==> src/tolp_pkg.sv <==
// Shared widths, constants and types of the third-order lowpass.
package tolp_pkg;

  localparam int SampleBits = 24;
  localparam int CoefBits   = 32;
  localparam int StateBits  = 32;
  localparam int CoefFrac   = CoefBits - 3;
  localparam int StateFrac  = StateBits - 1;
  localparam int SampleFrac = SampleBits - 1;
  localparam int CutBits    = 24;
  localparam int RateBits   = 18;

  localparam int OpBits   = 33;
  localparam int ProdBits = 2 * OpBits;
  localparam int AccBits  = 80;
  localparam int DvdBits  = 96;
  localparam int DenBits  = 64;
  localparam int DivSteps = DvdBits;
  localparam int CntBits  = $clog2(DivSteps);

  localparam logic [OpBits-1:0] TwoPiQ29 = 33'd3373259426;
  localparam logic [OpBits-1:0] WcRound  = 33'd26214400;
  localparam logic [DenBits-1:0] WcDen   = 64'd52428800;
  localparam logic [OpBits-1:0] PoleK    = 33'd6203;
  localparam logic [OpBits-1:0] DampK    = 33'd6904;
  localparam logic [OpBits-1:0] NatK     = 33'd9308;
  localparam logic [OpBits-1:0] DecRound = 33'd5000;
  localparam logic [DenBits-1:0] DecDen  = 64'd10000;

  typedef struct packed {
    logic vld;
    logic clr;
    logic sub;
    logic hi;
  } mac_ctl_t;

endpackage

==> src/tolp_mac.sv <==
// Shared signed multiplier with a registered product and a wide accumulator.
module tolp_mac (
  input  logic                                clk_i,
  input  logic                                rst_ni,
  input  tolp_pkg::mac_ctl_t                  ctl_i,
  input  logic signed [tolp_pkg::OpBits-1:0]  a_i,
  input  logic signed [tolp_pkg::OpBits-1:0]  b_i,
  output logic signed [tolp_pkg::AccBits-1:0] acc_o,
  output logic                                busy_o
);

  tolp_pkg::mac_ctl_t                     ctl_q;
  logic signed [tolp_pkg::ProdBits-1:0]   prod_q;
  logic signed [tolp_pkg::AccBits-1:0]    acc_q, prod_ext, term, base;

  always_ff @(posedge clk_i or negedge rst_ni) begin
    if (!rst_ni) begin
      ctl_q <= '0;
    end else begin
      ctl_q <= ctl_i;
    end
  end

  always_ff @(posedge clk_i) begin
    prod_q <= a_i * b_i;
    if (ctl_q.vld) begin
      acc_q <= ctl_q.sub ? base - term : base + term;
    end
  end

  assign prod_ext = {{(tolp_pkg::AccBits - tolp_pkg::ProdBits){prod_q[tolp_pkg::ProdBits-1]}},
                     prod_q};
  assign term     = ctl_q.hi ? {prod_ext[tolp_pkg::AccBits-33:0], 32'd0} : prod_ext;
  assign base     = ctl_q.clr ? '0 : acc_q;
  assign acc_o    = acc_q;
  assign busy_o   = ctl_q.vld;

endmodule

==> config.mk <==
export PLATFORM = sky130hd
export DESIGN_NAME = tolp_mac
export DESIGN_NICKNAME = d
export VERILOG_FILES = /design/src/tolp_pkg.sv /design/src/tolp_mac.sv
export SDC_FILE = /design/constraint.sdc
export NUM_CORES = 2
export LEC_CHECK = 0
export BUFFER_PORTS_ARGS = -buffer_cell sky130_fd_sc_hd__buf_2
export CAP_MARGIN = 20
export CORE_UTILIZATION = 45
export DETAILED_ROUTE_END_ITERATION = 8
export MAX_ROUTING_LAYER = met4
export PLACE_DENSITY = 0.69
export SYNTH_ARGS = -nofsm -noshare
export SYNTH_HDL_FRONTEND = slang
export SYNTH_SLANG_ARGS = --single-unit
==> constraint.sdc <==
create_clock -name clk_i -period 6.27 [get_ports clk_i]
set_input_delay 1.254 -clock clk_i [delete_from_list [all_inputs] [get_ports clk_i]]
set_output_delay 1.254 -clock clk_i [all_outputs]
set_load 0.005 [all_outputs]
; ---- After elaboration in Yosys (flattened, before gate mapping)
; Cells that the tools add are included.
[word_totals]
register_bits = 150
input_bits = 72
out_inout_bits = 81
elab_cells = 12
[op_classes]
addsub = 2
mul = 1
mux = 3
[op_table]
columns = operator, n
row1 = two-way mux 80 bit, 3
row2 = adder 80 bit, 1
row3 = subtractor 80 bit, 1
row4 = multiplier 33 x 33 -> 66 bit, 1

; ---- Longest topological paths before layout
[depth]
word_depth = 3
depth_mapped = 29
mapped_depth_nobuf = 28

; ---- Worst setup path before layout
; OpenSTA, ideal clock, no wires.
[synth_path]
path_type = input-to-reg
start = input a_i[32] in the netlist's numbering
end = register prod_q[64] in the netlist's numbering
arrival_ps = 8495
t_required_ps = 6175
slack_ps = -2320
path_stages = 24
cell_sequence = clkbuf_1 nand2_1 inv_1 fa_1 fa_1 fa_1 fa_1 fa_1 fa_1 fa_1 inv_1 fa_1 inv_1 ha_1 clkbuf_1 a21o_1 a21o_1 a21o_1 a21o_1 a21oi_1 o21ai_0 a2111oi_0 nor2_1 o311ai_1
[synth_between]
elab_chain_len = 1
[synth_rtl]
columns = element, line
row1 = from (decl), tolp_mac.sv:6  ; input logic signed [tolp_pkg::OpBits-1:0] a_i,
row2 = multiplier 33 x 33 -> 66 bit, tolp_mac.sv:25  ; prod_q <= a_i * b_i;
row3 = to (signal assigned), tolp_mac.sv:25
row4 = to (decl), tolp_mac.sv:13  ; logic signed [tolp_pkg::ProdBits-1:0] prod_q;
; No other way between the ends.
; A chain may end at the register's enable or synchronous reset.

; ---- Worst setup path after layout
[layout_path]
start = input b_i[27] in the netlist's numbering
end = register prod_q[65] in the netlist's numbering
[layout_between]
elab_chain_len = 1
[layout_rtl]
columns = element, line
row1 = from (decl), tolp_mac.sv:7  ; input logic signed [tolp_pkg::OpBits-1:0] b_i,
row2 = multiplier 33 x 33 -> 66 bit, tolp_mac.sv:25
; No other way between the ends.

==> results.sh <==
export IMPL_grt_usage=0.267
export IMPL_hold_viol_final=0
export IMPL_grt_max_degree=76
export IMPL_num_nets_final=7596
export IMPL_synthTopCellsByArea="fa_1 (45%), inv_1 (8.6%), ha_1 (7.3%)"
export IMPL_status="finished, violations left"
export IMPL_synth_cell_types=87
export IMPL_instances_no_fill=7589
export IMPL_endpoint_kind="flip-flop"
export IMPL_pre_cts_ws_ns=-2.55
export IMPL_multi_input_area_mm2=0.0431
export IMPL_period_share=1.30
export IMPL_yosys_warnings=0
export IMPL_postCtsHoldBufs=0
export IMPL_finalSetupViolCount=53
export IMPL_drive_above_1_share=0.179
export IMPL_async_flop_share=0.0267
export IMPL_grt_overflow=0
export IMPL_insertion_delay_ns=0.47
export IMPL_regArea_mm2=0.00383
export IMPL_cts_sinks=150
export IMPL_io_buffers=152
export IMPL_htree_levels=4
export IMPL_ys_seq_elements=150
export IMPL_drc=0
export IMPL_synth_top_area_frac=0.452
export IMPL_wirelength_mm=144
export IMPL_yosys_area_top_type="fa_1"
export IMPL_syn_cell_area_mm2=0.0507
export IMPL_max_cap_violations=0
export IMPL_dieArea_mm2=0.114
export IMPL_cp_arrival_ns=8.51
export IMPL_core_area_mm2=0.111
export IMPL_max_slew_margin_rel=0.374
export IMPL_worstMarginPinSlew_ns=0.934
export IMPL_netlist_instances=5620
export IMPL_grt_first_pass_wirelength_mm=231
export IMPL_ios=153
export IMPL_root_buffer="clkbuf_16"
export IMPL_dpl_hpwl_mm=123
export IMPL_path_class="input port to flip-flop"
export IMPL_setup_ws_ns=-1.85
export IMPL_vias=39706
export IMPL_required_ns=6.66
export IMPL_clk_pin_slew_ns=0.07
export IMPL_synthTopCellsByCount="inv_1 (1,161), fa_1 (1,146), nand2_1 (652), and2_1 (564), ha_1 (297)"
export IMPL_tritoncts="done"
export IMPL_via_per_inst=5.23
export IMPL_ys_flop_type="edfxtp_1"
export IMPL_ys_seq_area_frac=0.0754
export IMPL_drt_first_pass_iters=6
export IMPL_grt_pass1_vias=42792
export IMPL_clock_path_buffers=2
export IMPL_drv_slew=0
export IMPL_clock_skew_final_ns=0.0124
export IMPL_fmax_mhz=123
export IMPL_num_rows=122
export IMPL_yosysMostFrequentCell="inv_1"
export IMPL_antenna_found_initial=6
export IMPL_syn_nets=7135
export IMPL_start_util=0.456
export IMPL_die_y_um=338
export IMPL_ant_nets=0
export IMPL_dp_cells=7474
export IMPL_failed_checks="setup timing"
export IMPL_synth_edf_count=80
export IMPL_cts_buffers=17
export IMPL_post_drt_wl_per_cell_um=18.9
export IMPL_final_min_clock_period_ns=8.12
export IMPL_avgSynthCellArea_um2=9.03
export IMPL_drtIter0Drc=2371
export IMPL_gp_congestion=0.967
export IMPL_worstSetupStartpointType="input port"
export IMPL_min_delay_path_class="input port to asynchronous set/reset pin"
export IMPL_cp_max_fo=9
export IMPL_fillers=9904
export IMPL_die_width_um=338
export IMPL_syn2layout_area_growth_pct=18.2
export IMPL_rsz0062_at_grt="yes"
metal layers:
| layer | global-route usage | share of wire |
|---|---|---|
| met3 | 0.0259 | 0.057 |
| met5 | - | 0 |
| met2 | 0.442 | 0.48 |
| met1 | 0.352 | 0.43 |
| met4 | 0.0742 | 0.031 |
what timing repair did:
action / 4_1_cts / 5_1_grt
setup endpoints to repair: 54 / 59
gates resized for setup: 282 / 186
buffers inserted: 54 / 28
pin swaps: 177 / 123
gates cloned: 2 / 1
cells by family after synthesis:
kind of cell	after synthesis	synth area share
DFF	150	0.0754
AOI/OAI and AO/OA	614	0.0768
and+or+nand+nor	1729	0.172
buffers and inverters	1438	0.107
muxes	28	0.00562
adders and majority gates	1443	0.525
xor gates and xnor gates	218	0.0376
critical path: stages:
cell	delay [ns]
buf_2	0.24
buf_4	0.20
nand2_1	0.08
fa_1	0.46
inv_1	0.08
fa_1	0.44
fa_1	0.59
fa_1	0.45
fa_2	0.60
fa_1	0.44
fa_1	0.51
inv_1	0.05
fa_1	0.52
inv_1	0.08
ha_4	0.27
nand4_1	0.14
or3_4	0.38
a2111o_1	0.45
a31oi_4	0.21
a41oi_2	0.19
nor3_2	0.23
a41oi_2	0.21
o31ai_2	0.28
xnor2_1	0.15
flip-flops by register name (all words and copies together) (netlist names):
| name | cells |
|---|---|
| prod_q | 66 |
| busy_o | 1 |
| acc_o | 80 |
| ctl_q | 3 |
cell type report:
cell class / count / area share
Inverter: 1162 / 0.0728
Tap cell: 1488 / 0.0310
Multi-Input combinational cell: 4032 / 0.719
Clock inverter: 15 / 0.00234
Sequential cell: 150 / 0.0639
Clock buffer: 17 / 0.00709
Timing Repair Buffer: 718 / 0.104
Antenna cell: 7 / 0.000292
placed cells by master, fill, tap and decap left out, types with 40 or more instances in the layout:
cell / instances
inv_1: 1110
fa_1: 1104
nand2_1: 636
and2_1: 511
buf_4: 463
ha_1: 263
a21oi_1: 211
nor2_1: 157
nor2b_1: 108
xnor2_1: 103
buf_6: 101
xor2_1: 95
buf_2: 93
edfxtp_1: 80
o21ai_0: 74
dfxtp_1: 66
a21o_1: 60
and2_4: 54
inv_2: 50
nor3_1: 43
fa_2: 42
buf_12: 40
metrics by stage:
step	area, µm²	hold WS, ns	utilization	setup TNS (ns)
after global placement	56800	0.873	0.511	-96.85
after CTS	59000	0.568	0.530	-66.01
after floorplan	51700	0.783	-	-54.04
after global routing	60000	0.573	0.539	-74.69
final	60000	0.587	0.539	-65.16
after detailed placement	56800	0.878	0.511	-100.90
worst paths after layout:
check	end	cells past startpoint	slack, ns	from
min in group clk_i	acc_o[0]	3	0.88	ctl_q[2]
hold / removal	busy_o	1	0.59	rst_ni
hold reg to reg	acc_o[0]	3	0.88	ctl_q[2]
setup / recovery	prod_q[65]	24	-1.85	b_i[27]
setup reg to reg	acc_o[74]	19	0.26	prod_q[15]
max in group asynchronous	ctl_q[0]	1	5.55	rst_ni
Power is left out: the tool's default activity adds up to more than one toggle a clock period on the data nets, which glitch-free logic cannot reach.
