### src/tolp_pkg.sv
// Shared widths, constants and types of the third-order lowpass.
package tolp_pkg;

  localparam int SampleBits = 24;
  localparam int CoefBits   = 32;
  localparam int StateBits  = 32;
  localparam int CoefFrac   = CoefBits - 3;
  localparam int StateFrac  = StateBits - 1;
  localparam int SampleFrac = SampleBits - 1;
  localparam int CutBits    = 24;
  localparam int RateBits   = 18;

  localparam int OpBits   = 33;
  localparam int ProdBits = 2 * OpBits;
  localparam int AccBits  = 80;
  localparam int DvdBits  = 96;
  localparam int DenBits  = 64;
  localparam int DivSteps = DvdBits;
  localparam int CntBits  = $clog2(DivSteps);

  localparam logic [OpBits-1:0] TwoPiQ29 = 33'd3373259426;
  localparam logic [OpBits-1:0] WcRound  = 33'd26214400;
  localparam logic [DenBits-1:0] WcDen   = 64'd52428800;
  localparam logic [OpBits-1:0] PoleK    = 33'd6203;
  localparam logic [OpBits-1:0] DampK    = 33'd6904;
  localparam logic [OpBits-1:0] NatK     = 33'd9308;
  localparam logic [OpBits-1:0] DecRound = 33'd5000;
  localparam logic [DenBits-1:0] DecDen  = 64'd10000;

  typedef struct packed {
    logic vld;
    logic clr;
    logic sub;
    logic hi;
  } mac_ctl_t;

endpackage

### src/tolp_div.sv
// Shared restoring divider, one quotient bit per cycle.
module tolp_div (
  input  logic                          clk_i,
  input  logic                          rst_ni,
  input  logic                          start_i,
  input  logic [tolp_pkg::DvdBits-1:0]  dividend_i,
  input  logic [tolp_pkg::DenBits-1:0]  divisor_i,
  output logic                          busy_o,
  output logic [tolp_pkg::DenBits-1:0]  quot_o
);

  logic                          busy_q;
  logic [tolp_pkg::CntBits-1:0]  cnt_q;
  logic [tolp_pkg::DvdBits-1:0]  dvd_q;
  logic [tolp_pkg::DenBits-1:0]  den_q, rem_q, quot_q;
  logic [tolp_pkg::DenBits:0]    r2, diff;
  logic                          ge;

  assign r2   = {rem_q, dvd_q[tolp_pkg::DvdBits-1]};
  assign diff = r2 - {1'b0, den_q};
  assign ge   = r2 >= {1'b0, den_q};

  always_ff @(posedge clk_i or negedge rst_ni) begin
    if (!rst_ni) begin
      busy_q <= 1'b0;
      cnt_q  <= '0;
    end else if (start_i) begin
      busy_q <= 1'b1;
      cnt_q  <= '0;
    end else if (busy_q) begin
      cnt_q <= cnt_q + 1'b1;
      if (cnt_q == tolp_pkg::CntBits'(tolp_pkg::DivSteps - 1)) begin
        busy_q <= 1'b0;
      end
    end
  end

  always_ff @(posedge clk_i) begin
    if (start_i) begin
      dvd_q  <= dividend_i;
      den_q  <= divisor_i;
      rem_q  <= '0;
      quot_q <= '0;
    end else if (busy_q) begin
      dvd_q  <= {dvd_q[tolp_pkg::DvdBits-2:0], 1'b0};
      rem_q  <= ge ? diff[tolp_pkg::DenBits-1:0] : r2[tolp_pkg::DenBits-1:0];
      quot_q <= {quot_q[tolp_pkg::DenBits-2:0], ge};
    end
  end

  assign busy_o = busy_q;
  assign quot_o = quot_q;

endmodule

### config.mk
export PLATFORM = sky130hd
export DESIGN_NAME = tolp_div
export DESIGN_NICKNAME = d
export VERILOG_FILES = /design/src/tolp_pkg.sv /design/src/tolp_div.sv
export SDC_FILE = /design/constraint.sdc
export NUM_CORES = 1
export LEC_CHECK = 0
export ABC_AREA = 1
export BUFFER_PORTS_ARGS = -buffer_cell sky130_fd_sc_hd__buf_2
export CORE_ASPECT_RATIO = 1.1
export CORE_MARGIN = 1.5
export CORE_UTILIZATION = 63
export CTS_CLUSTER_SIZE = 10
export DETAILED_ROUTE_END_ITERATION = 8
export HOLD_SLACK_MARGIN = 0.08
export PLACE_DENSITY = 0.86
export SYNTH_ARGS = -nofsm -noshare
export SYNTH_HDL_FRONTEND = slang
export SYNTH_SLANG_ARGS = --single-unit
### constraint.sdc
create_clock -name clk_i -period 7.8 [get_ports clk_i]
set_input_delay 1.17 -clock clk_i [delete_from_list [all_inputs] [get_ports clk_i]]
set_output_delay 1.17 -clock clk_i [all_outputs]
set_load 0.02 [all_outputs]
=== After elaboration in Yosys (flattened, before gate mapping) ===
Index checks and enable logic that the tools add are counted.

* Register bits: 296
* Output and inout bits: 65

* Multiplexer cells: 8
* $lt $le $gt $ge: 1
* Reduce and logical (&&, ||, !) cells: 1
* Add/sub/neg operators: 2
* Eq/ne operators: 1

{| class="wikitable"
|+ Operators by type and width
! kind !! number
|-
| $mux W96 || 2
|-
| $ge A65 B64 Y1 || 1
|-
| $mux W64 || 1
|-
| $sub A64 B64 Y64 || 1
|-
| $mux W7 || 2
|-
| $add A7 B1 Y7 const B || 1
|-
| $eq A7 B7 Y1 const B || 1
|-
| $mux W1 || 3
|-
| $reduce_bool A2 Y1 || 1
|}

=== Logic depth before layout (Yosys ltp) ===
* Word-level depth: 4
* Gate-level depth with buffers: 20
* Gate-level depth less buffers: 19

=== Worst setup path before layout ===
Ideal clock, no wire load.

* Kind: input to register
* From: input port start_i
* To: register dvd_q[0] in the netlist's numbering (enable)
* Stages on the path: 4
* Data required time: 7.302 ns
* Data arrival time: 4.431 ns
* Slack: 2.871 ns
* Library setup time: 0.498 ns
* Path buffers: 2
* Cell sequence: clkbuf_1 > nor2_1 > inv_2 > clkbuf_1

* Word-level cells in the longest chain between the ends: 1

{| class="wikitable"
|+ Ends and longest elaborated chain
! element !! line !! source
|-
| start: declaration || tolp_div.sv:5 || <nowiki>input logic start_i,</nowiki>
|-
| $reduce_bool A2 Y1 (no source line) || n/a ||
|-
| end signal: assignment || tolp_div.sv:40 || <nowiki>dvd_q <= dividend_i;</nowiki>
|-
| end signal: assignment || tolp_div.sv:45 || <nowiki>dvd_q <= {dvd_q[tolp_pkg::DvdBits-2:0], 1'b0};</nowiki>
|-
| end: declaration || tolp_div.sv:14 || <nowiki>logic [tolp_pkg::DvdBits-1:0] dvd_q;</nowiki>
|}

No other way between the ends.
A chain may end at the register's enable or synchronous reset.

=== Worst setup path in the final report ===
* From: register den_q[52] in the netlist's numbering
* To: register rem_q[33] in the netlist's numbering

* Word-level cells in the longest chain between the ends: 2

{| class="wikitable"
|+ Ends and longest elaborated chain
! element !! line !! source
|-
| start: declaration || tolp_div.sv:15 || <nowiki>logic [tolp_pkg::DenBits-1:0] den_q, rem_q, quot_q;</nowiki>
|-
| start signal: assignment || tolp_div.sv:41 || <nowiki>den_q <= divisor_i;</nowiki>
|-
| $ge A65 B64 Y1 || tolp_div.sv:21 || <nowiki>assign ge = r2 >= {1'b0, den_q};</nowiki>
|-
| $mux W64 || tolp_div.sv:46 || <nowiki>rem_q <= ge ? diff[tolp_pkg::DenBits-1:0] : r2[tolp_pkg::DenBits-1:0];</nowiki>
|-
| end signal: assignment || tolp_div.sv:46 ||
|-
| end: declaration || tolp_div.sv:15 ||
|}

No other way between the ends.

==> run summary <==
status = complete, no violations
Boundary Pins = 228
Final Hold Fails = 0
DIE AREA = 27,400 um^2
sequential-to-total area share from yosys stat = 45.4%
asr flop ratio synth = 2.70%
Worst slew margin = 12.8%
layout cells sized above 1 = 12.8%
synth unique cells = 45
Yosys reg bits = 296
post-cts sizing count = 0
M1 WL = 19.4 mm
Post-Synthesis Cell Area = 16,700 um^2
number of synthesized flops with an enable pin = 160
vias = 16,000
first-pass GRT wire length = 79.2 mm
synth top area cells = edfxtp_1, nand2_1, dfxtp_1, inv_1, ha_1
DRC Markers = 0
# nets final = 2,724
area occupied by multi-input gates = 7500 um^2
Hold Path Origin = rem_q[45]
Worst Setup SP = den_q[52]
Die Y = 174 um
max-cap violations = 0
largest net degree at the start of global routing = 104
DRT iter0 DRCs = 1,421
Clk Latency, worst-skew pair = 0.54 ns
Top Layer Used = met4
Util after Layout = 73.4%
drt pass-1 iters = 6
FF-to-FF Start = den_q[52]
Place WS = 3.96 ns
setup ws final = 3.85 ns
Startpoint Class = flop
Port Buffer Count = 227
vias per cell = 5.57
row count = 62
CTS tree = done
RSZ-0062 raised after global routing = no
reg2reg path depth = 14
Critical R2R Capture = rem_q[33]
setup TNS = 0 ns
Final Wtd Congestion = 1.05
Setup violations, final = 0
Post-Syn Nets = 2,515
remaining global-route overflow = 0
Reg clk slew, reported paths = 0.06 ns
Mapped Cells = 2,286
initial antenna violation count = 1
register area = 7570 um^2
WP data arrival = 4.33 ns
Hold Path Class = flop to flop
CTS sink cnt = 296
DP Area = 18,000 um^2
Max Clk Rate = 253 MHz
Final Cycle Share = 50.6%
hold path endpoint = rem_q[45]
skew final = 0.0254 ns
drt total wl = 50.9 mm
Core Area = 26,100 um^2
Final Total Pwr = 6.36 mW
most common cell in the netlist = nand2_1
most frequent cells after synthesis = nand2_1, inv_1, nor2_1, edfxtp_1, dfxtp_1
Tmin final = 3.95 ns
DR WL/cell = 17.7 um
Slew Viols, Final = 0
Post-CTS Setup Bufs = 0
fill count = 2,000
vias in the first global route = 15,600
CTS Root Cell = clkbuf_16
Peak VDD IR = 228 uV
CP max FO = 103
cts bufs inserted = 37
hold path depth = 2
worst path required time = 8.19 ns
worst slew pin tran = 1.31 ns
number of routed nets with antenna violations = 0
post-synth top area cell = edfxtp_1
post-detail-place hpwl = 36.4 mm
Synth Flop Type = edfxtp_1
Die X = 158 um
Tot GR Track Use = 37.1%
Leak = 9.71 nW
Synth Warn # = 0
# hold bufs at CTS = 0
power density over cell area = 332 nW/um^2
# H-tree levels = 2
critical path class = flop to flop
metal2 WL = 24.9 mm
DR WL met3 = 3.89 mm
Max Root-Sink Buffers = 3
Mapped Avg Cell Area = 7.29 um^2
FF-to-FF setup slack = 3.85 ns
Layout area overhead = 14.9%
design area = 19,100 um^2
Starting Density = 63.9%
nature of the critical path endpoint = flop
share of Yosys cell area claimed by the top area cell type = 28.8%
-- stage by stage --
stage	hold slack [ns]	cells
final	0.471	2875
after global routing	0.482	2875
after CTS	0.464	2874
after detailed placement	0.443	2808
after global placement	0.443	2808
after floorplan	0.443	2286
-- kinds of logic (layout without fill, tap and decap cells) --
group	count (synthesis)	count (layout)	synth area share, %
compound gates	258	258	8.77
xor+xnor	30	30	1.58
fa+ha+maj	66	66	5.00
buf+inv	415	651	9.67
flops	296	296	45.4
other cells	0	1	0
simple gates	1221	1221	29.6
-- flip-flops by register name, indices dropped and copies added, names as in the netlist --
name	flops
busy_o	1
den_q	64
rem_q	64
quot_o	64
cnt_q	7
dvd_q	96
-- placed cells by master, fill, tap and decap left out, types with 14 or more instances in the layout --
| master | synthesis | layout |
|---|---|---|
| o21ai_0 | 41 | 41 |
| dfxtp_1 | 128 | 128 |
| edfxtp_1 | 160 | 160 |
| xnor2_1 | 26 | 26 |
| inv_2 | 23 | 24 |
| o22ai_1 | 61 | 61 |
| inv_1 | 327 | 326 |
| nand4_1 | 30 | 30 |
| a21oi_1 | 93 | 93 |
| nand3_1 | 96 | 96 |
| ha_1 | 65 | 65 |
| buf_2 | 6 | 226 |
| clkbuf_16 | 0 | 37 |
| o21bai_1 | 14 | 14 |
| o21ai_1 | 26 | 26 |
| clkbuf_1 | 44 | 21 |
| nand2_1 | 850 | 850 |
| nor2_1 | 196 | 194 |
-- final cells by class --
class,instances,share of cell area [%]
flip-flops and latches,296,39.5
multi-input cells,1575,39.2
inverters,351,6.91
repair buffers,234,6.24
clock buffers,60,5.39
well taps,352,2.30
clock inverters,6,0.438
diodes,1,0.0131
-- worst max path at each step --
stage	slack, ns	cells past startpoint	endpoint
2_1_floorplan	2.87	4	dvd_q[0]
5_1_grt	3.60	14	rem_q[35]
4_1_cts	3.90	14	rem_q[33]
6_report	3.85	14	rem_q[33]
3_3_place_gp	4.08	14	rem_q[39]
3_5_place_dp	3.96	14	rem_q[35]
-- power breakdown --
part / internal [mW] / total (mW) / leakage (nW) / switching (mW)
sequential: 1.89 / 2.04 / 2.83 / 0.156
combinational: 0.873 / 2.71 / 6.34 / 1.84
clock: 0.944 / 1.60 / 0.533 / 0.661
-- per-layer routing --
layer  vias to the layer above  track usage [%]
li1                       7689                -
met1                      7408             44.6
met2                       734             63.8
met3                       172             5.95
met4                         0             18.8
met5                         -                0
-- critical path, cell delays in order (launching register included) --
cell	delay [ns]
edfxtp_1	0.32
inv_1	0.04
ha_1	0.33
a21oi_1	0.36
o21ai_0	0.26
nand2_1	0.10
nand2_1	0.08
nand2_1	0.08
nand3_2	0.09
nor2_4	0.43
nand2_4	0.68
nand2_1	0.68
nor2_1	0.11
nor2_1	0.14
nor2_1	0.05
Power figures use the tool's default switching activity.
